<file path="src/design/wcp_pkg.sv">
// Shared constants for the wall column projection block.
// No dependencies; imported by the top level and the divider.
`default_nettype none
package wcp_pkg;

  localparam logic [23:0] DIST_MAX   = 24'hFFFFFF;
  localparam logic [15:0] LH_MAX     = 16'hFFFF;
  localparam logic [25:0] STEP_MAX   = 26'h3FFFFFF;
  localparam logic [9:0]  TEXCOL_MAX = 10'd1023;

  localparam logic [10:0] SCREEN_HEIGHT_RST = 11'd480;

  // Register index of screen_height in the configuration map.
  localparam logic REG_SCREEN_HEIGHT = 1'b0;

  // Divider geometry: divisor width, quotient bits (one stage per bit).
  localparam int unsigned DIV1_DW = 18;
  localparam int unsigned DIV1_QW = 24;
  localparam int unsigned DIV2_DW = 24;
  localparam int unsigned DIV2_QW = 16;
  localparam int unsigned DIV3_DW = 16;
  localparam int unsigned DIV3_QW = 27;

  // How the wall distance is formed after the first divider.
  typedef enum logic [1:0] {
    DS_QUO,
    DS_MAX,
    DS_ZERO
  } dsel_t;

endpackage
`default_nettype wire

</file>
<file path="src/design/wcp_pipe_div.sv">
// Pipelined restoring divider, one quotient bit per register stage.
// Uses wcp_pkg for the default geometry; carries a sideband vector.
`default_nettype none
module wcp_pipe_div
  import wcp_pkg::*;
#(
  parameter int unsigned DW  = DIV1_DW,
  parameter int unsigned QW  = DIV1_QW,
  parameter int unsigned SBW = 8
) (
  input  wire logic           clk,
  input  wire logic           rst_n,
  input  wire logic           en,
  input  wire logic           in_valid,
  input  wire logic [DW-1:0]  in_rem,
  input  wire logic [QW-1:0]  in_num,
  input  wire logic [DW-1:0]  in_div,
  input  wire logic [SBW-1:0] in_sb,
  output logic                out_valid,
  output logic [QW-1:0]       out_quo,
  output logic [SBW-1:0]      out_sb
);

  // The starting remainder must be below the divisor; the dividend's
  // remaining low bits enter MSB first, one per stage.
  logic [DW-1:0]  rem_r [1:QW];
  logic [DW-1:0]  div_r [1:QW];
  logic [QW-1:0]  num_r [1:QW];
  logic [QW-1:0]  quo_r [1:QW];
  logic [SBW-1:0] sb_r  [1:QW];
  logic           vld_r [1:QW];

  for (genvar k = 0; k < QW; k++) begin : g_stage
    logic [DW-1:0]  rem_i;
    logic [DW-1:0]  div_i;
    logic [QW-1:0]  num_i;
    logic [QW-1:0]  quo_i;
    logic [SBW-1:0] sb_i;
    logic           vld_i;
    logic [DW:0]    trial;
    logic [DW:0]    diff;
    logic           ge;

    if (k == 0) begin : g_first
      assign rem_i = in_rem;
      assign div_i = in_div;
      assign num_i = in_num;
      assign quo_i = '0;
      assign sb_i  = in_sb;
      assign vld_i = in_valid;
    end else begin : g_next
      assign rem_i = rem_r[k];
      assign div_i = div_r[k];
      assign num_i = num_r[k];
      assign quo_i = quo_r[k];
      assign sb_i  = sb_r[k];
      assign vld_i = vld_r[k];
    end

    assign trial = {rem_i, num_i[QW-1]};
    assign diff  = trial - {1'b0, div_i};
    assign ge    = (trial >= {1'b0, div_i});

    always_ff @(posedge clk) begin
      if (!rst_n) begin
        vld_r[k+1] <= 1'b0;
      end else if (en) begin
        vld_r[k+1] <= vld_i;
      end
    end

    always_ff @(posedge clk) begin
      if (en) begin
        rem_r[k+1] <= ge ? diff[DW-1:0] : trial[DW-1:0];
        div_r[k+1] <= div_i;
        num_r[k+1] <= {num_i[QW-2:0], 1'b0};
        quo_r[k+1] <= {quo_i[QW-2:0], ge};
        sb_r[k+1]  <= sb_i;
      end
    end
  end

  assign out_valid = vld_r[QW];
  assign out_quo   = quo_r[QW];
  assign out_sb    = sb_r[QW];

endmodule
`default_nettype wire

</file>
<file path="config.mk">
export PLATFORM = sky130hd
export DESIGN_NAME = wcp_pipe_div
export DESIGN_NICKNAME = d
export VERILOG_FILES = /design/src/design/wcp_pkg.sv /design/src/design/wcp_pipe_div.sv
export SDC_FILE = /design/constraint.sdc
export NUM_CORES = 2
export LEC_CHECK = 0
export BUFFER_PORTS_ARGS = -buffer_cell sky130_fd_sc_hd__buf_2
export CAP_MARGIN = 20
export CORE_MARGIN = 2
export CORE_UTILIZATION = 25
export DETAILED_ROUTE_END_ITERATION = 10
export SLEW_MARGIN = 20
export SYNTH_ARGS = -nofsm -noshare
export SYNTH_HDL_FRONTEND = slang
export SYNTH_SLANG_ARGS = --single-unit
export TNS_END_PERCENT = 10
</file>
<file path="constraint.sdc">
create_clock -name clk -period 4.85 [get_ports clk]
set_input_delay 0.2425 -clock clk [delete_from_list [all_inputs] [get_ports clk]]
set_output_delay 0.2425 -clock clk [all_outputs]
set_load 0.005 [all_outputs]
</file>
Yosys cells after proc, flatten, opt, wreduce, memory -nomap -nowiden
Memory sizes are Yosys's and may differ from the RTL's.
Cells that the tools add are included.
Storage, ports and cells
  flip-flop bits (word level): 0
  output and inout bits: 33
  memories kept: 6
  RAM bits: 2208
Cells by class
  $lt $le $gt $ge: 24
  add/subtract/negate cells: 24
  muxes and demuxes: 53
  bitwise gates (word level): 24
Memories
  quo_r: words 24, width 24, read ports 24, clocked after memory_dff 0, wr ports 24, RTL line wcp_pipe_div.sv:29  | logic [QW-1:0] quo_r [1:QW];
  num_r: words 24, width 23, read ports 23, clocked after memory_dff 0, wr ports 24, RTL line wcp_pipe_div.sv:28  | logic [QW-1:0] num_r [1:QW];
  div_r: words 24, width 18, read ports 23, clocked after memory_dff 0, wr ports 24, RTL line wcp_pipe_div.sv:27  | logic [DW-1:0] div_r [1:QW];
  rem_r: words 24, width 18, read ports 23, clocked after memory_dff 0, wr ports 24, RTL line wcp_pipe_div.sv:26  | logic [DW-1:0] rem_r [1:QW];
  sb_r: words 24, width 8, read ports 24, clocked after memory_dff 0, wr ports 24, RTL line wcp_pipe_div.sv:30  | logic [SBW-1:0] sb_r [1:QW];
  vld_r: words 24, width 1, read ports 24, clocked after memory_dff 0, wr ports 24, RTL line wcp_pipe_div.sv:31  | logic vld_r [1:QW];
Operator list (count)
  greater-or-equal comparator 19 x 18 -> 1 bit: 24
  two-way mux 18 bit: 24
  subtractor 18 bit: 24
  two-way mux 1 bit: 29
  bitwise OR 1 bit: 24

Logic depth before layout (Yosys ltp)
  depth in word-level cells: 4
  depth in mapped cells: 13
  gate-level depth less buffers: 13

Worst setup path before layout
OpenSTA, ideal clock, no wires.
  kind: reg2reg
  from: register, netlist name num_r[0][114]
  to: register, netlist name rem_r[0][104]
  arrival time: 2.820 ns
  clock period less this slack: 3.079 ns
  stages on the path, launching flop included: 14
  slack: 1.771 ns
  library setup time: 0.260 ns
  cells stage by stage: edfxtp_1 -> inv_1 -> ha_1 -> inv_1 -> fa_1 -> a211oi_1 -> nor2_1 -> or4_1 -> a31oi_1 -> o21ai_1 -> a21oi_1 -> o21ai_0 -> xor2_1 -> mux2_2

==> summary.md <==
| Metric | Value |
|---|---|
| Outcome | finished, final reports clean |
| Sequential area share after synthesis | 65.5% |
| Relative slew slack | around 30% |
| Crit-path max FO | 19 |
| Post-CTS Repair Setup Buffers | 0 |
| Die Footprint | 0.302 sq mm |
| Commonest non-fill, non-tap cell in the layout | edfxtp_1 |
| Syn_area_per_cell | ~14 sq um |
| Cts bufs inserted | approximately 190 |
| Min cycle time layout | about 3900 ps |
| Worst-margin pin slew | 1050 ps |
| Post-synthesis cell type count | 93 |
| DR vias/cell | between 4 and 5 |
| Top_reg_cell synth | edfxtp_1 |
| Final-report hold violation count | 0 |
| PostCTS Resize Cnt | 0 |
| Layout area overhead | 17.0% |
| Fraction of layout cells with a size suffix above 1 | between 10% and 20% |
| CTS Sinks | between 1500 and 2000 |
| Root buf cell | clkbuf_16 |
| Most frequent cells in the layout | 1620 x edfxtp_1, 548 x inv_1, 463 x a21oi_1 |
| WHS Path Cells | 2 |
| CTS Buffer Depth | 4 |
| Max-cap viol count | 0 |
| Synth Register Bits | 1620 |
| Worst reg2reg path depth | 9 |
| First-pass DRT Iterations | 7 |
| Die H | between 500 and 600 um |
| Storage cell area | around 0.05 sq mm |
| Via count | approximately 42000 |
| Largest net degree at the start of global routing | approximately 170 |
| Setup CP Type | flip-flop to flip-flop |
| WP data required | 5410 ps |
| Filler Cell Count | about 30000 |
| Hold Path Origin | in_sb[3] |
| Vias in the first global route | 43900 |
| Yosys Warn Count | 0 |
| PwrDens | 618 mW/mm^2 |
| EDFF count, synth | 1620 |
| Skew final | roughly 90 ps |
| Total track usage | under 10% |
| Synthesized area | 0.0743 sq mm |
| Critical Path End Type | flip-flop |
| Nets | 6287 |
| H-tree levels | 4 |
| Mapped Cells | between 5000 and 6000 |
| Static leakage | around 33 nW |
| Crit share post-route | between 80 and 90% |
| Worst reg2reg startpoint | rem_r[0][307] |
| Synth async-reset ratio | 0% |
| CTS tree | done |
| Cts hold-fix bufs | a little over 70 |
| Max-slew violation count | 0 |
| Wirelength, routed | around 140 mm |
| Post-route ant nets | 0 |
| Initial antenna violation count | 4 |
| Hold EP | sb_r[0][11] |
| Ant. Diodes | 0 |
| I/O pins | 105 |
| Hold Crit Class | input pin to flip-flop |
| CP Data Arrival Time | 4500 ps |
| CTS clk-pin slew, worst paths | 60 ps |
| Worst-skew pair later-pin latency | approximately 850 ps |
| HPWL after DPL | ~97 mm |
| Worst Slack Setup Final | around 900 ps |
| First-pass GRT wire length | 227 mm |
| Initial drt markers | between 2000 and 2500 |
| Final Wtd Congestion | ~0.91 |
| Multi-input gate area | between 0.02 and 0.025 sq mm |
| Reg2Reg Capture Point | rem_r[0][340] |
| Total gr overflow | 0 |
| Die width | ~550 um |
| Starting Density | approximately 25% |
| # rows | 200 |
| Syn Nets | between 5000 and 6000 |
| Core Box Area | ~0.30 sq mm |
| Final setup violation count | 0 |
| Unrepaired setup endpoints after global routing | no |
| Pre-CTS WS | 930 ps |
| DRC Markers | 0 |
| Setup TNS | 0 ps |
| Maximum vdd drop | 0.000382 V |
| PortBufs | around 100 |
| WL per Instance | roughly 14 um |
| Critical path startpoint category | flip-flop |
| Worst reg2reg setup slack | a little over 900 ps |
| Fmax | approximately 250 MHz |
| Fin util | between 20 and 30% |
sequential cells by signal (all words and copies together), names as in the netlist:
name	count
rem_r	414
vld_r	24
sb_r	192
quo_r	300
num_r	276
div_r	414
critical path, cell delays in order (launching register included):
cell and delay [ps]:
edfxtp_1 410, ha_1 400, nand3_1 180, o21bai_1 220
a31oi_1 400, o21ai_0 180, and3b_1 200, o41ai_1 470
a41o_1 770, mux2_2 420
metal layers:
layer | part of all wire (%) | up-vias | global-route usage, %
met1 | 40 | 20400 | 10.0
met5 | 0 | - | 0
met4 | 5.0 | 0 | 4.57
li1 | - | 20800 | -
met3 | 3.9 | 417 | 1.68
met2 | 51 | 834 | 16.8
Yosys cell counts, drive strengths merged (6+ instances only):
cell,n,area [sq um]
edfxtp,1620,48600
inv,550,2060
a21oi,468,2380
ha,432,5410
nor2,321,1200
o21ai,271,1370
nand2,256,963
xnor2,217,1900
mux2,181,2100
a21o,151,1130
xor2,120,1050
nand3,70,350
o21a,66,495
clkbuf,61,229
nor2b,52,325
nor3,51,272
o21bai,51,383
nand4,50,313
and3,47,294
nand2b,36,225
a31oi,32,236
buf,27,194
a211oi,24,190
fa,23,460
o31ai,23,186
o31a,15,134
or2,14,87.6
or3,14,87.6
o41ai,13,136
a211o,12,105
o211ai,12,90.1
a21boi,10,75.1
and2,10,62.6
a2111oi,9,116
mux2i,9,90.1
nor4,9,56.3
o2111ai,8,70.1
o311ai,8,77.6
a221o,7,72.6
a221oi,6,52.6
a32oi,6,52.6
o221ai,6,52.6
cell families after synthesis:
family          share of synthesized area [%]
xor+xnor                                 3.97
fa+ha+maj                                7.89
mux                                      2.95
compound gates                           10.4
flops                                    65.5
simple gates                             5.93
buf+inv                                  3.35
stage by stage:
stage / hold slack [ps] / std cells / power [mW] / cell area [sq um]
final: 113 / 9846 / 53.7 / 86900
after global routing: 70.3 / 9846 / 57.2 / 86900
after CTS: 27.3 / 9846 / 54.3 / 86900
after detailed placement: 405 / 9431 / 39.2 / 79800
after global placement: 401 / 9431 / 38.7 / 79800
after floorplan: 341 / 5427 / 34.7 / 74300
power breakdown:
group          total (mW)  switching [mW]  internal, mW  leakage [nW]
Clock                14.6            5.75          8.84          3.11
Sequential           20.6            1.34          19.2          15.8
Combinational        18.5            10.2          8.34          14.0
Total                53.7            17.3          36.4          32.9
how the worst max path moves through the flow:
| stage | start | end | cells past startpoint |
|---|---|---|---|
| after floorplan | num_r[0][114] | rem_r[0][104] | 13 |
| after global placement | rem_r[0][307] | rem_r[0][327] | 9 |
| after detailed placement | rem_r[0][307] | rem_r[0][325] | 9 |
| after CTS | rem_r[0][307] | rem_r[0][340] | 9 |
| after global routing | rem_r[0][307] | rem_r[0][339] | 9 |
| final | rem_r[0][307] | rem_r[0][340] | 9 |
area by class of cell:
cell class              instances  area share (%)
repair buffers                225            1.97
multi-input cells            3169            26.7
clock buffers                 225            5.74
flip-flops and latches       1620            55.9
well taps                    3939            5.67
inverters                     550            2.37
clock inverters               118            1.60
Note: power is estimated with default switching activity, not from simulation.
